$ cat src/hdl/swhk_pkg.sv
package swhk_pkg;

    localparam int CORDIC_STAGES_DEF = 20;

    localparam logic OP_FORWARD = 1'b0;
    localparam logic OP_INVERSE = 1'b1;

    typedef enum logic [1:0] {
        REG_PIVOT_LENGTH,
        REG_AZIMUTH_OFFSET,
        REG_TILT_NEGATE
    } cfg_reg_t;

    localparam logic [30:0]        PIVOT_LENGTH_RST   = 31'd16384000;
    localparam logic signed [31:0] AZIMUTH_OFFSET_RST = 32'sd5898240;
    localparam logic               TILT_NEGATE_RST    = 1'b0;

    localparam logic signed [33:0] DEG_HALF  = 34'sd11796480;
    localparam logic signed [18:0] MOD_BIAS  = 19'sd131400;
    localparam logic [17:0]        MOD_RECIP = 18'd186413;
    localparam int                 MOD_SHIFT = 26;
    localparam logic [9:0]         DEG_FULL  = 10'd360;
    localparam logic [26:0]        DIV_RECIP = 27'd95443717;
    localparam logic [7:0]         TURN_MUL  = 8'd182;
    localparam logic [6:0]         TURN_DIV  = 7'd45;

    localparam logic signed [32:0] INV_GAIN = 33'sd652032874;
    localparam logic signed [33:0] QUARTER  = 34'sd1073741824;
    localparam logic signed [33:0] HALF     = 34'sd2147483648;

    typedef struct packed {
        logic               operation;
        logic signed [31:0] lin_x;
        logic signed [31:0] lin_y;
        logic signed [31:0] lin_z;
        logic signed [31:0] angle_a;
        logic signed [31:0] angle_c;
    } req_t;

    typedef struct packed {
        logic signed [31:0] out_x;
        logic signed [31:0] out_y;
        logic signed [31:0] out_z;
        logic signed [31:0] out_a;
        logic signed [31:0] out_c;
        logic               overflow;
    } rsp_t;

    typedef struct packed {
        logic signed [32:0] x;
        logic signed [32:0] y;
        logic signed [33:0] z;
        logic               neg;
    } vec_t;

    typedef struct packed {
        vec_t th;
        vec_t ph;
        req_t pl;
    } cell_data_t;

    function automatic logic signed [33:0] atan_turns(input logic [4:0] idx);
        logic signed [33:0] a;
        case (idx)
            5'd0:    a = 34'sh20000000;
            5'd1:    a = 34'sh12E4051E;
            5'd2:    a = 34'sh09FB385B;
            5'd3:    a = 34'sh051111D4;
            5'd4:    a = 34'sh028B0D43;
            5'd5:    a = 34'sh0145D7E1;
            5'd6:    a = 34'sh00A2F61E;
            5'd7:    a = 34'sh00517C55;
            5'd8:    a = 34'sh0028BE53;
            5'd9:    a = 34'sh00145F2F;
            5'd10:   a = 34'sh000A2F98;
            5'd11:   a = 34'sh000517CC;
            5'd12:   a = 34'sh00028BE6;
            5'd13:   a = 34'sh000145F3;
            5'd14:   a = 34'sh0000A2FA;
            5'd15:   a = 34'sh0000517D;
            5'd16:   a = 34'sh000028BE;
            5'd17:   a = 34'sh0000145F;
            5'd18:   a = 34'sh00000A30;
            5'd19:   a = 34'sh00000518;
            5'd20:   a = 34'sh0000028C;
            5'd21:   a = 34'sh00000146;
            5'd22:   a = 34'sh000000A3;
            5'd23:   a = 34'sh00000051;
            5'd24:   a = 34'sh00000029;
            5'd25:   a = 34'sh00000014;
            5'd26:   a = 34'sh0000000A;
            5'd27:   a = 34'sh00000005;
            5'd28:   a = 34'sh00000003;
            5'd29:   a = 34'sh00000001;
            5'd30:   a = 34'sh00000001;
            default: a = 34'sh00000000;
        endcase
        return a;
    endfunction

    function automatic vec_t cordic_start(input logic [31:0] turns);
        logic signed [33:0] z;
        vec_t v;
        z = {{2{turns[31]}}, turns};
        v.neg = 1'b0;
        if (z > QUARTER)
        begin
            z = z - HALF;
            v.neg = 1'b1;
        end
        else if (z < -QUARTER)
        begin
            z = z + HALF;
            v.neg = 1'b1;
        end
        v.x = INV_GAIN;
        v.y = '0;
        v.z = z;
        return v;
    endfunction

    function automatic logic [32:0] sat32(input logic signed [39:0] v);
        logic [32:0] r;
        if (v > 40'sd2147483647)
            r = {1'b1, 32'h7FFF_FFFF};
        else if (v < -40'sd2147483648)
            r = {1'b1, 32'h8000_0000};
        else
            r = {1'b0, v[31:0]};
        return r;
    endfunction

endpackage

$ cat src/hdl/swhk_cordic_cell.sv
module swhk_cordic_cell import swhk_pkg::*; #(
    parameter int STAGE = 0
) (
    input  logic       clk,
    input  logic       rst_n,
    input  logic       vin,
    input  cell_data_t din,
    input  logic       dn_take,
    output logic       up_take,
    output logic       vout,
    output cell_data_t dout
);

    localparam logic signed [33:0] ATAN = atan_turns(5'(STAGE));

    logic       v_reg;
    cell_data_t d_reg;
    cell_data_t d_next;

    function automatic vec_t rot(input vec_t v);
        logic signed [32:0] dx;
        logic signed [32:0] dy;
        vec_t r;
        dx = v.y >>> STAGE;
        dy = v.x >>> STAGE;
        r  = v;
        if (!v.z[33])
        begin
            r.x = v.x - dx;
            r.y = v.y + dy;
            r.z = v.z - ATAN;
        end
        else
        begin
            r.x = v.x + dx;
            r.y = v.y - dy;
            r.z = v.z + ATAN;
        end
        return r;
    endfunction

    always_comb
    begin
        d_next    = din;
        d_next.th = rot(din.th);
        d_next.ph = rot(din.ph);
    end

    assign up_take = ~v_reg | dn_take;

    always_ff @(posedge clk or negedge rst_n)
    begin
        if (!rst_n)
            v_reg <= 1'b0;
        else if (up_take)
            v_reg <= vin;
    end

    always_ff @(posedge clk)
    begin
        if (up_take)
            d_reg <= d_next;
    end

    assign vout = v_reg;
    assign dout = d_reg;

endmodule

$ cat config.mk
export PLATFORM = sky130hd
export DESIGN_NAME = swhk_cordic_cell
export DESIGN_NICKNAME = d
export VERILOG_FILES = /design/src/hdl/swhk_pkg.sv /design/src/hdl/swhk_cordic_cell.sv
export SDC_FILE = /design/constraint.sdc
export NUM_CORES = 1
export LEC_CHECK = 0
export BUFFER_PORTS_ARGS = -buffer_cell sky130_fd_sc_hd__buf_2
export CAP_MARGIN = 20
export CORE_AREA = 4 4 280 282
export DETAILED_ROUTE_END_ITERATION = 10
export DIE_AREA = 0 0 284 286
export PLACE_DENSITY_LB_ADDON = 0.3
export SYNTH_ARGS = -nofsm -noshare
export SYNTH_HDL_FRONTEND = slang
export SYNTH_SLANG_ARGS = --single-unit
export TNS_END_PERCENT = 100
$ cat constraint.sdc
create_clock -name clk -period 29.5 [get_ports clk]
set_input_delay 2.95 -clock clk [delete_from_list [all_inputs] [get_ports clk]]
set_output_delay 2.95 -clock clk [all_outputs]
set_load 0.05 [all_outputs]
==> metrics.md <==
| Metric | Value |
|---|---|
| CP arrival | `3.56 ns` |
| Worst Skew | `between 0.02 and 0.025 ns` |
| Sequential element share of the synthesized area | `0.492` |
| PD cells | `roughly 63 nW/um2` |
| Worst setup EP type | `primary output` |
| Nets | `3,344` |
| Input/output buffers | `731` |
| Hold_buf cts | `0` |
| Reg2reg end | `dout[105]` |
| Max-slew violation count | `0` |
| Layout cells sized above 1 | `0.297` |
| GR Util All Layers | `0.195` |
| Startpoint Class | `input port` |
| RePlAce Congestion | `0.929` |
| Worst-skew pair later-pin latency | `about 0.58 ns` |
| Crit-path most repeated cell | `buf_2` |
| Hold EP | `dout[0]` |
| Final WL | `83.9 mm` |
| R2R setup slack | `25.32 ns` |
| FFs w/ async S/R, synth | `0.00276` |
| Initial antenna violation count | `23` |
| Post-CTS setup buffers | `0` |
| Wire length per cell | `22.2 um` |
| Final setup vio count | `0` |
| Gates resized, CTS repair | `0` |
| Clock slew at reported path FFs | `0.05 ns` |
| Die height | `286 um` |
| Fmax | `0.154 GHz` |
| Syn_area_per_cell | `10.7 um2` |
| Worst min path class | `reg2reg` |
| Placed insts | `3,704` |
| Syn-to-layout area delta | `27.3%` |
| TritonRoute pass-1 iters | `6` |
| RSZ-0062 raised after global routing | `false` |
| Rel. slew slack | `0.326` |
| Library cells used by synthesis | `85` |
| Critical Path RT | `26.55 ns` |
| H-tree depth | `2` |
| Die ar. | `between 80,000 and 90,000 um2` |
| Number of global-route vias before repair | `18,900` |
| TritonCTS Buffers | `43` |
| Worst path depth | `3` |
| Vias/cell | `5.05` |
| Post-synth EDFFs | `361` |
| Critical path class | `in2out` |
| CP max stage cell | `buf_2` |
| Largest net degree at the start of global routing | `77` |
| Leading cell type in the layout, fill and taps excluded | `buf_2` |
| CP cell instances | `buf_2, nand2b_4, buf_2` |
| Hold path depth | `1` |
| Largest area contributor in the netlist | `edfxtp_1` |
| Maximum buffer depth of the clock tree | `3` |
| # clock sinks | `362` |
| First-pass GRT wire length | `between 100 and 150 mm` |
| Largest cells by area after synthesis | `edfxtp_1 49%, ha_1 11%, a21oi_1 5.1%` |
| Site Rows | `between 100 and 150` |
| Critical R2R Launch | `vout` |
| Endpoints failing hold | `0` |
| Dpl hpwl | `approximately 68 mm` |
| Via count | `19,100` |
| Fin Setup TNS | `0 ns` |
| Post-Synthesis Cells | `2,072` |
| Initial Util | `0.292` |
| CTS tree | `yes` |
| Crit-path max FO | `3` |
| DRC | `0` |
| Min cycle time layout | `~6.5 ns` |
| CTS root buffer | `clkbuf_16` |
| Iteration-0 DRC Markers | `1,482` |
| Crit path buf inv count | `2` |
| HP Start | `vout` |
| Worst vdd ir | `0.0000370 V` |
| Die Wd | `284 um` |
| ANT nets after route | `0` |
| Core Footprint | `75,700 um2` |
| FF-to-FF path depth | `5` |
| Fillers | `7,653` |
| Post-synth top area share | `0.491` |
| CP max stage delay | `about 0.30 ns` |
| Main synth FF type | `edfxtp_1` |
| Top delay family on crit path | `buffers and inverters` |
| Grt ovf | `0` |
| Number of max-cap violations | `0` |
| Finished Layout Cells | `3,785` |
| Leakage | `12.4 nW` |
| Actual slew at the worst max-slew pin | `roughly 1.0 ns` |
| Result of the run | `finished clean` |
| Cell Area, Synth | `22,100 um2` |
| Ports | `732` |
| #FFs+latches synth | `362` |
| Most frequent cells in the layout | `731 x buf_2, 361 x edfxtp_1, 226 x a21oi_1` |
| Synthesis Warnings | `0` |
| Tcrit/Tclk final | `0.221` |
| Syn_nets | `2,645` |
==> how the worst max path moves through the flow <==
stage / start / endpoint
3_5_place_dp: dn_take / dout[105]
5_1_grt: dn_take / up_take
6_report: dn_take / up_take
4_1_cts: dn_take / up_take
2_1_floorplan: dn_take / up_take
3_3_place_gp: dn_take / dout[105]
==> cell type report <==
type / count / area [um2] / share of cell area
Sequential cell: 362 / 10900 / 0.386
Clock inverter: 21 / 270 / 0.00961
Multi-Input combinational cell: 1413 / 10100 / 0.360
Tap cell: 978 / 1220 / 0.0435
Clock buffer: 53 / 1110 / 0.0396
Antenna cell: 7 / 17.5 / 0.000623
Timing Repair Buffer: 742 / 3740 / 0.133
Inverter: 209 / 785 / 0.0279
==> through the flow <==
stage | total power, mW | hold slack, ns | util | area [um2] | setup WS [ns]
floorplan | 1.09 | 2.65 | - | 22100 | 14.62
global placement | 1.26 | 0.890 | 0.353 | 26700 | 22.77
detailed placement | 1.26 | 0.897 | 0.353 | 26700 | 22.72
CTS | 1.81 | 0.928 | 0.371 | 28100 | 22.97
global route | 1.86 | 0.912 | 0.372 | 28100 | 22.95
finish | 1.78 | 0.880 | 0.372 | 28100 | 22.99
==> cell families (layout without fill, tap and decap cells) <==
kind of cell,after synthesis,in the layout,synth area share
AO/OA/AOI/OAI,634,634,0.184
multiplexers,25,25,0.0113
adder cells (fa/ha/maj),206,206,0.119
other,0,7,0
AND/OR/NAND/NOR,418,418,0.0910
buffers and inverters,297,1025,0.0510
flip-flops,362,362,0.492
XOR/XNOR,130,130,0.0515
==> cell usage after synthesis (5+ instances only) <==
cell type	number
a2111oi_0	9
a211o_1	8
a211oi_1	23
a21o_1	55
a21oi_1	226
a221oi_1	5
a311oi_1	6
a31o_2	7
a31oi_1	12
buf_1	24
clkbuf_1	58
clkinv_1	7
edfxtp_1	361
fa_1	8
ha_1	198
inv_1	200
mux2i_1	25
nand2_1	85
nand2b_1	19
nand3_1	21
nand3b_1	10
nand4_1	17
nor2_1	150
nor2b_1	21
nor3_1	40
nor4_1	19
o2111ai_1	6
o211ai_1	12
o21a_1	17
o21ai_0	109
o21ai_1	11
o21bai_1	37
o22ai_1	7
o311ai_0	6
o31a_1	10
o31ai_1	24
or2_2	6
xnor2_1	111
xor2_1	19
==> worst register-to-register path, delay by kind of cell (launching register included) <==
| kind | cells | cell delay, ns |
|---|---|---|
| AND/OR/NAND/NOR | 1 | 0.22 |
| buffers and inverters | 4 | 2.97 |
| flip-flops | 1 | 0.49 |
==> routing by layer <==
layer | global-route usage | wire (um) | vias up
li1 | - | - | 8924
met1 | 0.239 | 33000 | 9129
met2 | 0.327 | 39800 | 909
met3 | 0.0528 | 7490 | 162
met4 | 0.0780 | 3490 | 8
met5 | 0 | 59 | -
==> sequential cells by signal (all words and copies together) (netlist names) <==
register  count
dout        361
vout          1
==> power breakdown <==
part           leakage, nW  total [mW]  switching, mW  internal [mW]
Sequential            3.64       0.662         0.0176          0.644
Clock                0.671       0.532          0.218          0.314
Combinational         8.13       0.588          0.438          0.151
Total                 12.4        1.78          0.673           1.11
Note: power is estimated with default switching activity, not from simulation.
